## config.mk

```make
export PLATFORM = sky130hd
export DESIGN_NAME = tagged_value_deframer_core
export DESIGN_NICKNAME = d
export VERILOG_FILES = /design/src/rtl/tvd_pkg.sv /design/src/rtl/tvd_cfg_regs.sv /design/src/rtl/tvd_parse.sv /design/src/rtl/tvd_out_queue.sv /design/src/rtl/tagged_value_deframer_core.sv
export VERILOG_INCLUDE_DIRS = /design/src /design/src/rtl
export SDC_FILE = /design/constraint.sdc
export NUM_CORES = 1
export LEC_CHECK = 0
export BUFFER_PORTS_ARGS = -buffer_cell sky130_fd_sc_hd__buf_2
export CORE_MARGIN = 3
export CORE_UTILIZATION = 25
export DETAILED_ROUTE_END_ITERATION = 6
export GPL_TIMING_DRIVEN = 1
export PLACE_DENSITY_LB_ADDON = 0.05
export SETUP_SLACK_MARGIN = 0.5
export SLEW_MARGIN = 20
export SYNTH_ARGS = -nofsm -noshare
export SYNTH_HDL_FRONTEND = slang
export SYNTH_HIERARCHICAL = 1
export SYNTH_SLANG_ARGS = --single-unit
```

## constraint.sdc

```tcl
create_clock -name clk -period 15.77 [get_ports clk]
set_clock_uncertainty 0.05 [all_clocks]
set_input_delay 3.9425 -clock clk [delete_from_list [all_inputs] [get_ports clk]]
set_output_delay 3.9425 -clock clk [all_outputs]
set_load 0.01 [all_outputs]
```

## src/rtl/tagged_value_deframer_core_macros.svh

```systemverilog
// Assertion macros used by the deframer parser RTL.
`ifndef TAGGED_VALUE_DEFRAMER_CORE_MACROS_SVH
`define TAGGED_VALUE_DEFRAMER_CORE_MACROS_SVH
`ifndef SYNTH
`define TVD_ASSERT(label, clk, rst_n, prop) \
	label: assert property (@(posedge clk) disable iff (!rst_n) (prop)) \
		else $error("deframer assertion failed");
`define TVD_ASSERT_IMPL(label, clk, rst_n, ante, cons) \
	label: assert property (@(posedge clk) disable iff (!rst_n) (ante) |-> (cons)) \
		else $error("deframer assertion failed");
`else
`define TVD_ASSERT(label, clk, rst_n, prop)
`define TVD_ASSERT_IMPL(label, clk, rst_n, ante, cons)
`endif
`endif

```

## src/rtl/tvd_pkg.sv

```systemverilog
`timescale 1ns / 1ps
package tvd_pkg;

	localparam int unsigned SHORT_SIZE = 4;
	localparam int unsigned LONG_SIZE  = 8;

	localparam int unsigned NUM_REGS  = 6;
	localparam int unsigned REG_IDX_W = $clog2(NUM_REGS);

	localparam logic [REG_IDX_W-1:0] REG_INT32   = REG_IDX_W'(0);
	localparam logic [REG_IDX_W-1:0] REG_BOOLEAN = REG_IDX_W'(1);
	localparam logic [REG_IDX_W-1:0] REG_INT64   = REG_IDX_W'(2);
	localparam logic [REG_IDX_W-1:0] REG_DOUBLE  = REG_IDX_W'(3);
	localparam logic [REG_IDX_W-1:0] REG_TEXT    = REG_IDX_W'(4);
	localparam logic [REG_IDX_W-1:0] REG_BLOB    = REG_IDX_W'(5);

	typedef enum logic [2:0] {
		PH_TAG,
		PH_SHORT,
		PH_LONG,
		PH_LENGTH,
		PH_PAYLOAD
	} phase_t;

	typedef enum logic [1:0] {
		KIND_SCALAR,
		KIND_PAYLOAD,
		KIND_EMPTY,
		KIND_ERROR
	} kind_t;

	typedef enum logic [1:0] {
		ERR_NONE,
		ERR_UNKNOWN_TAG,
		ERR_TRUNCATED
	} err_t;

	typedef struct packed {
		logic [7:0] int32;
		logic [7:0] boolean;
		logic [7:0] int64;
		logic [7:0] dbl;
		logic [7:0] text;
		logic [7:0] blob;
	} tvd_codes_t;

	typedef struct packed {
		kind_t       kind;
		logic [7:0]  tag;
		logic [63:0] bits;
		logic [7:0]  pbyte;
		logic        last;
		logic [31:0] dlen;
		err_t        ecode;
	} tvd_result_t;

	// First match wins when several registers hold the same code.
	function automatic phase_t tag_phase(logic [7:0] b, tvd_codes_t c);
		phase_t ph;
		if (b == c.int32 || b == c.boolean) begin
			ph = PH_SHORT;
		end else if (b == c.int64 || b == c.dbl) begin
			ph = PH_LONG;
		end else if (b == c.text || b == c.blob) begin
			ph = PH_LENGTH;
		end else begin
			ph = PH_TAG;
		end
		return ph;
	endfunction

endpackage

```

## src/rtl/tvd_cfg_regs.sv

```systemverilog
`timescale 1ns / 1ps
module tvd_cfg_regs
	import tvd_pkg::*;
(
	input  logic                 clk,
	input  logic                 arst_n,
	input  logic                 cfg_we,
	input  logic [REG_IDX_W-1:0] cfg_index,
	input  logic [7:0]           cfg_data,
	output tvd_codes_t           codes
);

	tvd_codes_t codes_q;

	always_ff @(posedge clk or negedge arst_n) begin
		if (!arst_n) begin
			codes_q.int32   <= 8'd0;
			codes_q.boolean <= 8'd1;
			codes_q.int64   <= 8'd2;
			codes_q.dbl     <= 8'd3;
			codes_q.text    <= 8'd4;
			codes_q.blob    <= 8'd5;
		end else if (cfg_we) begin
			case (cfg_index)
				REG_INT32:   codes_q.int32   <= cfg_data;
				REG_BOOLEAN: codes_q.boolean <= cfg_data;
				REG_INT64:   codes_q.int64   <= cfg_data;
				REG_DOUBLE:  codes_q.dbl     <= cfg_data;
				REG_TEXT:    codes_q.text    <= cfg_data;
				REG_BLOB:    codes_q.blob    <= cfg_data;
				default: ;
			endcase
		end
	end

	assign codes = codes_q;

endmodule

```

## src/rtl/tvd_parse.sv

```systemverilog
`timescale 1ns / 1ps
`include "tagged_value_deframer_core_macros.svh"
module tvd_parse
	import tvd_pkg::*;
(
	input  logic        clk,
	input  logic        arst_n,
	input  logic        accept,
	input  logic [7:0]  data_byte,
	input  logic        buffer_end,
	input  tvd_codes_t  codes,
	output logic        push,
	output tvd_result_t res
);

	phase_t      phase_q, phase_n;
	logic [7:0]  tag_q, tag_n;
	logic [2:0]  idx_q, idx_n;
	logic [63:0] asm_q, asm_n;
	logic [31:0] rem_q, rem_n;
	logic        sticky_q, sticky_n;
	logic        res_valid;
	logic        done;
	logic        field_done;
	logic        pay_last;

	always_comb begin
		phase_n    = phase_q;
		tag_n      = tag_q;
		idx_n      = idx_q;
		asm_n      = asm_q;
		rem_n      = rem_q;
		sticky_n   = sticky_q;
		res        = '0;
		res_valid  = 1'b0;
		done       = 1'b0;
		field_done = 1'b0;
		pay_last   = 1'b0;
		if (sticky_q) begin
			// After an error everything up to and including the final byte is dropped.
			if (buffer_end) begin
				phase_n  = PH_TAG;
				tag_n    = '0;
				idx_n    = '0;
				asm_n    = '0;
				rem_n    = '0;
				sticky_n = 1'b0;
			end
		end else begin
			case (phase_q)
				PH_TAG: begin
					tag_n   = data_byte;
					idx_n   = '0;
					asm_n   = '0;
					rem_n   = '0;
					phase_n = tag_phase(data_byte, codes);
					if (phase_n == PH_TAG) begin
						res.kind  = KIND_ERROR;
						res.tag   = data_byte;
						res.ecode = ERR_UNKNOWN_TAG;
						res_valid = 1'b1;
						sticky_n  = 1'b1;
						done      = 1'b1;
					end
				end
				PH_SHORT, PH_LONG, PH_LENGTH: begin
					asm_n[{idx_q, 3'b000} +: 8] = data_byte;
					field_done = (phase_q == PH_LONG) ? (idx_q == 3'(LONG_SIZE - 1))
						: (idx_q == 3'(SHORT_SIZE - 1));
					if (field_done) begin
						idx_n = '0;
						if (phase_q == PH_LENGTH) begin
							rem_n = asm_n[31:0];
							if (asm_n[31:0] == 32'd0) begin
								res.kind  = KIND_EMPTY;
								res.tag   = tag_q;
								res_valid = 1'b1;
								done      = 1'b1;
								phase_n   = PH_TAG;
							end else begin
								phase_n = PH_PAYLOAD;
							end
						end else begin
							res.kind  = KIND_SCALAR;
							res.tag   = tag_q;
							res.bits  = asm_n;
							res_valid = 1'b1;
							done      = 1'b1;
							phase_n   = PH_TAG;
						end
					end else begin
						idx_n = idx_q + 3'd1;
					end
				end
				default: begin
					pay_last = (rem_q <= 32'd1);
					// A payload byte that ends the buffer early reports the error instead.
					if (!(buffer_end && !pay_last)) begin
						rem_n     = pay_last ? 32'd0 : rem_q - 32'd1;
						res.kind  = KIND_PAYLOAD;
						res.tag   = tag_q;
						res.pbyte = data_byte;
						res.last  = pay_last;
						res.dlen  = asm_q[31:0];
						res_valid = 1'b1;
						if (pay_last) begin
							done    = 1'b1;
							phase_n = PH_TAG;
						end
					end
				end
			endcase
			if (buffer_end) begin
				if (!done) begin
					res       = '0;
					res.kind  = KIND_ERROR;
					res.tag   = tag_n;
					res.ecode = ERR_TRUNCATED;
					res_valid = 1'b1;
				end
				phase_n  = PH_TAG;
				tag_n    = '0;
				idx_n    = '0;
				asm_n    = '0;
				rem_n    = '0;
				sticky_n = 1'b0;
			end
		end
	end

	always_ff @(posedge clk or negedge arst_n) begin
		if (!arst_n) begin
			phase_q  <= PH_TAG;
			tag_q    <= '0;
			idx_q    <= '0;
			asm_q    <= '0;
			rem_q    <= '0;
			sticky_q <= 1'b0;
		end else if (accept) begin
			phase_q  <= phase_n;
			tag_q    <= tag_n;
			idx_q    <= idx_n;
			asm_q    <= asm_n;
			rem_q    <= rem_n;
			sticky_q <= sticky_n;
		end
	end

	assign push = accept && res_valid;

	`TVD_ASSERT_IMPL(a_sticky_waits_tag, clk, arst_n, sticky_q, phase_q == PH_TAG)
	`TVD_ASSERT_IMPL(a_payload_has_bytes, clk, arst_n, phase_q == PH_PAYLOAD, rem_q != 32'd0)
	`TVD_ASSERT_IMPL(a_index_in_field, clk, arst_n, idx_q != 3'd0,
		phase_q == PH_SHORT || phase_q == PH_LONG || phase_q == PH_LENGTH)
	`TVD_ASSERT(a_short_index, clk, arst_n, !(phase_q == PH_SHORT && idx_q > 3'(SHORT_SIZE - 1)))

endmodule

```

## src/rtl/tvd_out_queue.sv

```systemverilog
`timescale 1ns / 1ps
module tvd_out_queue
	import tvd_pkg::*;
(
	input  logic        clk,
	input  logic        arst_n,
	input  logic        push,
	input  tvd_result_t push_res,
	output logic        full,
	output logic        head_valid,
	input  logic        head_stall,
	output tvd_result_t head_res
);

	// Head register feeds the outputs; the skid entry catches one request
	// while the head is held by the downstream stall.
	tvd_result_t head_q, skid_q;
	logic        head_v_q, skid_v_q;
	logic        pop;

	assign pop  = head_v_q && !head_stall;
	assign full = head_v_q && skid_v_q;

	always_ff @(posedge clk or negedge arst_n) begin
		if (!arst_n) begin
			head_v_q <= 1'b0;
			skid_v_q <= 1'b0;
		end else begin
			if (pop) begin
				head_v_q <= skid_v_q || push;
				skid_v_q <= skid_v_q && push;
			end else if (!head_v_q) begin
				head_v_q <= push;
			end else if (push) begin
				skid_v_q <= 1'b1;
			end
		end
	end

	always_ff @(posedge clk) begin
		if (pop) begin
			if (skid_v_q) begin
				head_q <= skid_q;
				if (push) begin
					skid_q <= push_res;
				end
			end else if (push) begin
				head_q <= push_res;
			end
		end else if (!head_v_q) begin
			if (push) begin
				head_q <= push_res;
			end
		end else if (push) begin
			skid_q <= push_res;
		end
	end

	assign head_valid = head_v_q;
	assign head_res   = head_q;

endmodule

```

## src/rtl/tagged_value_deframer_core.sv

```systemverilog
// Each result is registered in the head entry that drives the result port, or in the skid entry.
// Throughput: one byte per cycle while item_stall is low; the parse state is updated in a single pass per byte.
// A two-entry result register keeps bytes flowing while one result waits on stall.
// Reset clears the parse state and the result queue, and sets the tag codes to 0..5.
`timescale 1ns / 1ps
module tagged_value_deframer_core
	import tvd_pkg::*;
(
	input  logic                 clk,
	input  logic                 arst_n,
	input  logic                 cfg_we,
	input  logic [REG_IDX_W-1:0] cfg_index,
	input  logic [7:0]           cfg_data,
	input  logic                 item_valid,
	output logic                 item_stall,
	input  logic [7:0]           data_byte,
	input  logic                 buffer_end,
	output logic                 result_valid,
	input  logic                 result_stall,
	output logic [1:0]           result_kind,
	output logic [7:0]           tag_code,
	output logic [63:0]          scalar_bits,
	output logic [7:0]           payload_byte,
	output logic                 payload_last,
	output logic [31:0]          declared_length,
	output logic [1:0]           error_code
);

	tvd_codes_t  codes;
	tvd_result_t step_res;
	tvd_result_t head_res;
	logic        accept;
	logic        push;
	logic        full;

	assign item_stall = full;
	assign accept     = item_valid && !item_stall;

	tvd_cfg_regs u_cfg (
		.clk       (clk),
		.arst_n    (arst_n),
		.cfg_we    (cfg_we),
		.cfg_index (cfg_index),
		.cfg_data  (cfg_data),
		.codes     (codes)
	);

	tvd_parse u_parse (
		.clk        (clk),
		.arst_n     (arst_n),
		.accept     (accept),
		.data_byte  (data_byte),
		.buffer_end (buffer_end),
		.codes      (codes),
		.push       (push),
		.res        (step_res)
	);

	tvd_out_queue u_queue (
		.clk        (clk),
		.arst_n     (arst_n),
		.push       (push),
		.push_res   (step_res),
		.full       (full),
		.head_valid (result_valid),
		.head_stall (result_stall),
		.head_res   (head_res)
	);

	assign result_kind     = head_res.kind;
	assign tag_code        = head_res.tag;
	assign scalar_bits     = head_res.bits;
	assign payload_byte    = head_res.pbyte;
	assign payload_last    = head_res.last;
	assign declared_length = head_res.dlen;
	assign error_code      = head_res.ecode;

endmodule
```

==> flow_summary.json, run 1 <==
{
  "status": "finished, final reports clean",
  "nets": 1762,
  "utilization_pct": 29.55,
  "path_clk_slew_ns": 0.05,
  "clk_latency_ns": 0.60,
  "end_kind": "flip-flop",
  "grtUsageTotal_pct": 15.40,
  "rsz0062_at_grt": "false",
  "cts_repair_resize_count": 0,
  "max_freq_mhz": 134.9,
  "finalSetupViolations": 0,
  "synth_top_cell_area_share_pct": 35.11,
  "dr.pass1.iters": 5,
  "dp_cells": 2726,
  "worstMarginPinSlew_ns": 1.133,
  "cts_root_buf": "clkbuf_16",
  "pre_cts_ws_ns": 7.922,
  "die_area_um2": 83490,
  "synth.avg_cell_area_um2": 12.42,
  "dp_hpwl_um": 42510,
  "timing.setup.tns_ns": 0,
  "netlist_area_um2": 20010,
  "grt_pass1_wl_um": 96700,
  "slew_headroom_pct": 24.49,
  "grt.overflow.total": 0,
  "cts_buffer_depth": 3,
  "post-route-period-util_pct": 47.01,
  "antenna_left": 0,
  "postSynthCellCount": 1612,
  "cp.arrival_ns": 7.70,
  "fp-row-count": 103,
  "r2r-start": "u_parse/idx_q[0]$_DFFE_PN0P_",
  "drv_cap": 0,
  "r2r_end": "u_queue/head_res[69]$_DFFE_PP_",
  "ios": 144,
  "final_max_slew_viol_count": 0,
  "viasPerCell": 4.817,
  "synth_area_leader_cell": "edfxtp_1",
  "num-fill-cells": 8163,
  "holdCritPathClass": "reg2reg",
  "synth_enable_flop_cells": 234,
  "fin_cells": 2820,
  "syn_to_final_growth_pct": 16.85,
  "worstSetupPathType": "in2reg",
  "io_buffers": 143,
  "vdd_ir_drop_max_uv": 72.07,
  "die_w_um": 288.9,
  "drc_errors": 0,
  "cp-endpoint": "u_queue/head_res[69]$_DFFE_PP_",
  "vias": 13580,
  "layout_commonest_cell": "mux2_2",
  "p_per_area_nw_per_um2": 151.2,
  "cp_data_required_time_ns": 16.05,
  "synth_cell_types": 72,
  "grt_max_degree": 120,
  "start_util_pct": 25.29,
  "post_cts_buffers": 0,
  "gp_congestion": 0.7708,
  "postCtsHoldBufs": 0,
  "critical_path.max_fanout": 119,
  "finalHoldViolCount": 0,
  "crit_start": "data_byte[6]",
  "ys.flop_type": "edfxtp_1",
  "syn_nets": 1646,
  "period_needed_ns": 7.413,
  "r2r_slack_ns": 10.52,
  "antenna_found_initial": 2,
  "routed_wl_um": 65150,
  "h-tree-depth": 2,
  "ff2ff_path_depth": 14,
  "wl_per_cell_um": 23.10,
  "clock_sinks": 395,
  "final_cell_mix": "mux2_2, edfxtp_1, dfrtp_1",
  "startpoint_type": "input port",
  "die_h_um": 288.9,
  "drt_iter0_drc": 800,
  "grt_pass1_vias": 13630,
  "p_leak_nw": 8.995,
  "ys_top_cells_by_area": "edfxtp_1, dfrtp_1, mux2_2, nand2_1, mux2_4",
  "drive_above_1_share_pct": 32.33,
  "async_flop_share_pct": 40.76,
  "ys_seq_elements": 395,
  "fin_hold_ws_ns": 0.4228,
  "postLayoutSetupSlackWorst_ns": 8.357,
  "coreArea_um2": 79130,
  "ys_warn_count": 6,
  "cts_tree": "yes",
  "yosysSeqAreaShare_pct": 55.28,
  "cts_buffers": 49
}
==> final cells by class <==
| cell class | instances | area (um2) | share of cell area (%) |
|---|---|---|---|
| clock inverter | 17 | 137.6 | 0.5885 |
| clock buffer | 75 | 1448 | 6.190 |
| tap | 1050 | 1314 | 5.618 |
| antenna | 1 | 2.502 | 0.01070 |
| multi-input combinational | 1094 | 8391 | 35.88 |
| sequential | 395 | 11060 | 47.31 |
| timing repair buffer | 170 | 962.2 | 4.114 |
| inverter | 18 | 67.56 | 0.2889 |
==> Yosys cell counts, types with 7 or more instances <==
library cell  number
nor4_1            13
o31a_1            10
nor3_1            43
mux2i_1           25
o31ai_1           22
nand3_1           16
ha_1               9
nor2_1            88
inv_1             16
o2bb2ai_1         11
a21oi_1           55
or3_1              8
o21ai_1            8
a22oi_1           16
a31oi_1           10
o21ai_0           79
dfrtp_1          154
nand2_1          131
nand2b_1          12
edfxtp_1         234
mux2_4            30
nor2b_1           18
o22ai_2            8
dfstp_2            7
xnor2_1           48
buf_6             10
buf_2             31
and2_1            47
mux2_2           259
clkbuf_1          53
a22o_1            34
nand4_1           20
==> worst max-delay path: stages <==
cell	delay, ns
buf_2	0.50
nor4_1	0.15
a2111oi_0	0.49
a311oi_1	0.11
and4_1	0.21
a21o_1	0.19
a2111oi_0	0.52
nor3_2	0.13
buf_12	0.22
mux2_2	0.53
mux2_2	0.26
==> logic make-up after synthesis <==
kind of cell	synth area share (%)
simple gates	11.25
flops	55.28
mux	18.07
compound gates	9.603
buf+inv	3.126
xor+xnor	2.101
fa+ha+maj	0.5627
==> worst min-delay path by stage <==
stage / endpoint / from / slack [ns] / cells past startpoint
global route: u_parse/asm_q[40]$_DFFE_PN0P_ / u_parse/asm_q[40]$_DFFE_PN0P_ / 0.44 / 2
floorplan: u_parse/asm_q[49]$_DFFE_PN0P_ / u_parse/asm_q[49]$_DFFE_PN0P_ / 0.40 / 2
finish: u_parse/asm_q[49]$_DFFE_PN0P_ / u_parse/asm_q[49]$_DFFE_PN0P_ / 0.42 / 2
detailed placement: u_parse/asm_q[61]$_DFFE_PN0P_ / u_parse/asm_q[61]$_DFFE_PN0P_ / 0.42 / 2
CTS: u_parse/asm_q[49]$_DFFE_PN0P_ / u_parse/asm_q[49]$_DFFE_PN0P_ / 0.43 / 2
global placement: u_parse/asm_q[61]$_DFFE_PN0P_ / u_parse/asm_q[61]$_DFFE_PN0P_ / 0.41 / 2
==> layer usage <==
layer,part of all wire [%],up-vias,global-route usage [%]
met5,0.020,-,0
met4,2.0,2,3.768
met3,4.7,76,2.825
met2,45,326,24.05
met1,48,6935,22.02
li1,-,6244,-
==> metrics by stage <==
stage	total power (W)	cell area (um2)
floorplan	0.002116	20010
global placement	0.002442	21780
detailed placement	0.002455	21780
CTS	0.003619	23360
global route	0.003742	23380
finish	0.003536	23390
==> where the power goes <==
part	leakage [nW]	switching (W)	total (W)	internal [W]
combinational	3.70	0.000443	0.000890	0.000447
clock	0.782	0.000469	0.00113	0.000664
sequential	4.51	0.000128	0.00151	0.00139
==> registers in the layout (all words and copies together), names as in the netlist <==
name	count
u_parse/rem_q	32
u_parse/sticky_q	1
u_cfg/codes	48
u_parse/tag_q	8
u_parse/asm_q	64
u_queue/skid_v_q	1
u_queue/skid_q	117
u_parse/phase_q	3
u_parse/idx_q	3
u_queue/head_res	117
u_queue/head_valid	1
Note: power is estimated with default switching activity, not from simulation.
==> inputs of run 2 (changes only) <==
- ABC_AREA: not set -> 1
- clock period: 15.77 -> 7.45 ns (I/O delays scaled with it)
==> flow_summary.json, run 2 <==
{
  "fin_hold_ws_ns": 0.4254,
  "grt_max_degree": 67,
  "ys_top_cells_by_area": "edfxtp_1, dfrtp_1, nand2_1, nand3_1, inv_1",
  "dr.pass1.iters": 6,
  "start_util_pct": 25.46,
  "synth_area_leader_cell": "edfxtp_1",
  "postCtsHoldBufs": 0,
  "period_needed_ns": 5.650,
  "path_clk_slew_ns": 0.06,
  "synth_enable_flop_cells": 234,
  "cts_tree": "yes",
  "synthMostInstantiatedCell": "nand2_1",
  "gp_congestion": 0.8204,
  "critical_path.max_fanout": 53,
  "yosysSeqAreaShare_pct": 53.44,
  "antenna_found_initial": 0,
  "vias": 17290,
  "holdCritPathClass": "reg2reg",
  "ios": 144,
  "grt.overflow.total": 0,
  "post-route-period-util_pct": 75.84,
  "cts_root_buf": "clkbuf_16",
  "p_comb_share_pct": 23.6,
  "nets": 2615,
  "cp.arrival_ns": 5.83,
  "status": "finished, final reports clean",
  "synth.avg_cell_area_um2": 8.322,
  "utilization_pct": 29.57,
  "worstSetupPathType": "reg2reg",
  "seq_area_um2": 11060,
  "postLayoutSetupSlackWorst_ns": 1.800,
  "drc_errors": 0,
  "syn_nets": 2522,
  "fp-row-count": 104,
  "coreArea_um2": 81330,
  "p_sw_w": 0.002512,
  "max_freq_mhz": 177.0,
  "end_kind": "flip-flop",
  "clkPwrFrac_pct": 33.7,
  "cp_data_required_time_ns": 7.62,
  "vdd_ir_drop_max_uv": 186.0,
  "grt_pass1_vias": 17540,
  "clock_sinks": 395,
  "final_max_slew_viol_count": 0,
  "pre_cts_ws_ns": 1.490,
  "num-fill-cells": 8718,
  "yosys-top-cells-count": "nand2_1, edfxtp_1, nand3_1",
  "synth_cell_types": 40,
  "ff2ff_path_depth": 22,
  "cts_buffer_depth": 3,
  "synth-compound-area-share_pct": 7.366,
  "async_flop_share_pct": 40.76,
  "finalHoldViolCount": 0,
  "antenna_left": 0,
  "sw_frac_of_total_pct": 33.62,
  "rsz0062_at_grt": "false",
  "layout_commonest_cell": "nand2_1",
  "grt_pass1_wl_um": 114500,
  "worstMarginPinSlew_ns": 1.078,
  "die_h_um": 293.8,
  "final_cell_mix": "nand2_1, edfxtp_1, nand3_1",
  "timing.setup.tns_ns": 0,
  "pwr-share-seq_pct": 42.7,
  "viasPerCell": 4.691,
  "postSynthCellCount": 2488,
  "p_leak_nw": 10.82,
  "clk_latency_ns": 0.62,
  "die_w_um": 293.8,
  "finalSetupViolations": 0,
  "ys.flop_type": "edfxtp_1",
  "multi_input_area_um2": 8359,
  "cts_repair_resize_count": 0,
  "power.internal_w": 0.004958,
  "startpoint_type": "flip-flop",
  "fin_cells": 3685,
  "post_cts_buffers": 0,
  "drive_above_1_share_pct": 14.25,
  "min_delay_path_depth": 2,
  "p_per_area_nw_per_um2": 310.6,
  "netlist_area_um2": 20700,
  "h-tree-depth": 2,
  "drv_cap": 0,
  "drt_iter0_drc": 1274,
  "synthXorXnorAreaFrac_pct": 2.157,
  "yosys-mux-area-fraction_pct": 0,
  "ys_seq_elements": 395,
  "syn_to_final_growth_pct": 16.16,
  "synth_top_family_by_area": "simple AND/OR/NAND/NOR gates",
  "wl_per_cell_um": 20.36,
  "dp_hpwl_um": 49910,
  "synth-simple-area-share_pct": 30.17,
  "slew_headroom_pct": 27.94,
  "io_buffers": 143,
  "dp_cells": 3588,
  "grtUsageTotal_pct": 17.32,
  "ys_warn_count": 6,
  "die_area_um2": 86310,
  "routed_wl_um": 75030,
  "synth_top_cell_area_share_pct": 33.94,
  "cts_buffers": 51,
  "synth_fa_ha_area_share_pct": 0.5439
}
[run 2: cell types whose count changed after synthesis, moves of 25 or more]
cell	before	now
and2_1	47	0
inv_1	16	160
mux2_2	259	0
mux2_4	30	0
mux2i_1	25	0
nand2_1	131	935
nand3_1	16	233
nor2_1	88	159
nor2_2	0	54
nor3_1	43	16
o22ai_1	6	72
xnor2_1	48	23
xor2_1	0	28
[run 2: area by class of cell]
class                   count  share of cell area, %
diodes                      1                0.01040
clock buffers              66                  5.920
clock inverters            30                  1.145
inverters                 174                  2.783
multi-input cells        1790                  34.76
flip-flops and latches    395                  46.00
well taps                1060                  5.514
repair buffers            169                  3.865
[run 2: worst max-delay path: stages, from the launching register on]
cell and delay [ns]:
dfrtp_1 0.87, inv_4 0.24, ha_1 0.30, ha_1 0.51
inv_2 0.19, nand2_1 0.11, nor2_4 0.26, nand3_1 0.19
nand2_1 0.10, nand2_1 0.05, nor2_1 0.21, nand2_1 0.11
nor2_2 0.11, nand2_2 0.11, nand2_4 0.14, nand2_2 0.07
nand2_2 0.09, o211ai_1 0.10, clkinv_2 0.16, nand2_1 0.11
clkinvlp_4 0.08, buf_4 0.34, buf_4 0.65
[run 2: metrics by stage]
step | total power (W) | instance area [um2]
after CTS | 0.007646 | 24050
after global placement | 0.005055 | 22350
after detailed placement | 0.005057 | 22350
after global routing | 0.007981 | 24050
final | 0.007470 | 24050
after floorplan | 0.004265 | 20710
[run 2: power groups by stage]
stage | registers (W) | logic, W | clock network [W]
global route | 0.00325 | 0.00202 | 0.00271
detailed placement | 0.00324 | 0.00181 | 0
floorplan | 0.00333 | 0.000937 | 0
CTS | 0.00321 | 0.00182 | 0.00262
finish | 0.00319 | 0.00176 | 0.00252
global placement | 0.00324 | 0.00181 | 0
[run 2: logic make-up (layout without fill, tap and decap cells)]
logic type | Yosys count | after routing
compound gates | 264 | 264
xor+xnor | 51 | 51
fa+ha+maj | 9 | 9
buf+inv | 303 | 439
flops | 395 | 395
other cells | 0 | 1
simple gates | 1466 | 1466
[run 2: worst paths after layout]
kind	startpoint	end	slack (ns)
worst max register to register	u_parse/idx_q[0]$_DFFE_PN0P_	u_queue/skid_q[99]$_DFFE_PP_	1.80
worst max-delay path	u_parse/idx_q[0]$_DFFE_PN0P_	u_queue/skid_q[99]$_DFFE_PP_	1.80
worst min register to register	u_cfg/codes[2]$_DFFE_PN1P_	u_cfg/codes[2]$_DFFE_PN1P_	0.43
max in group asynchronous	arst_n	u_cfg/codes[38]$_DFFE_PN0P_	4.72
min in group asynchronous	arst_n	u_parse/rem_q[17]$_DFFE_PN0P_	1.24
worst min-delay path	u_cfg/codes[2]$_DFFE_PN1P_	u_cfg/codes[2]$_DFFE_PN1P_	0.43
[run 2: layer usage]
| metal | vias up | part of all wire [%] | GRT usage, % | routed length, um |
|---|---|---|---|---|
| li1 | 8367 | - | - | - |
| met1 | 8398 | 47 | 24.03 | 35200 |
| met2 | 419 | 46 | 28.13 | 34510 |
| met3 | 101 | 4.2 | 2.377 | 3182 |
| met4 | 0 | 2.8 | 5.136 | 2135 |
| met5 | - | 0 | 0 | 0 |
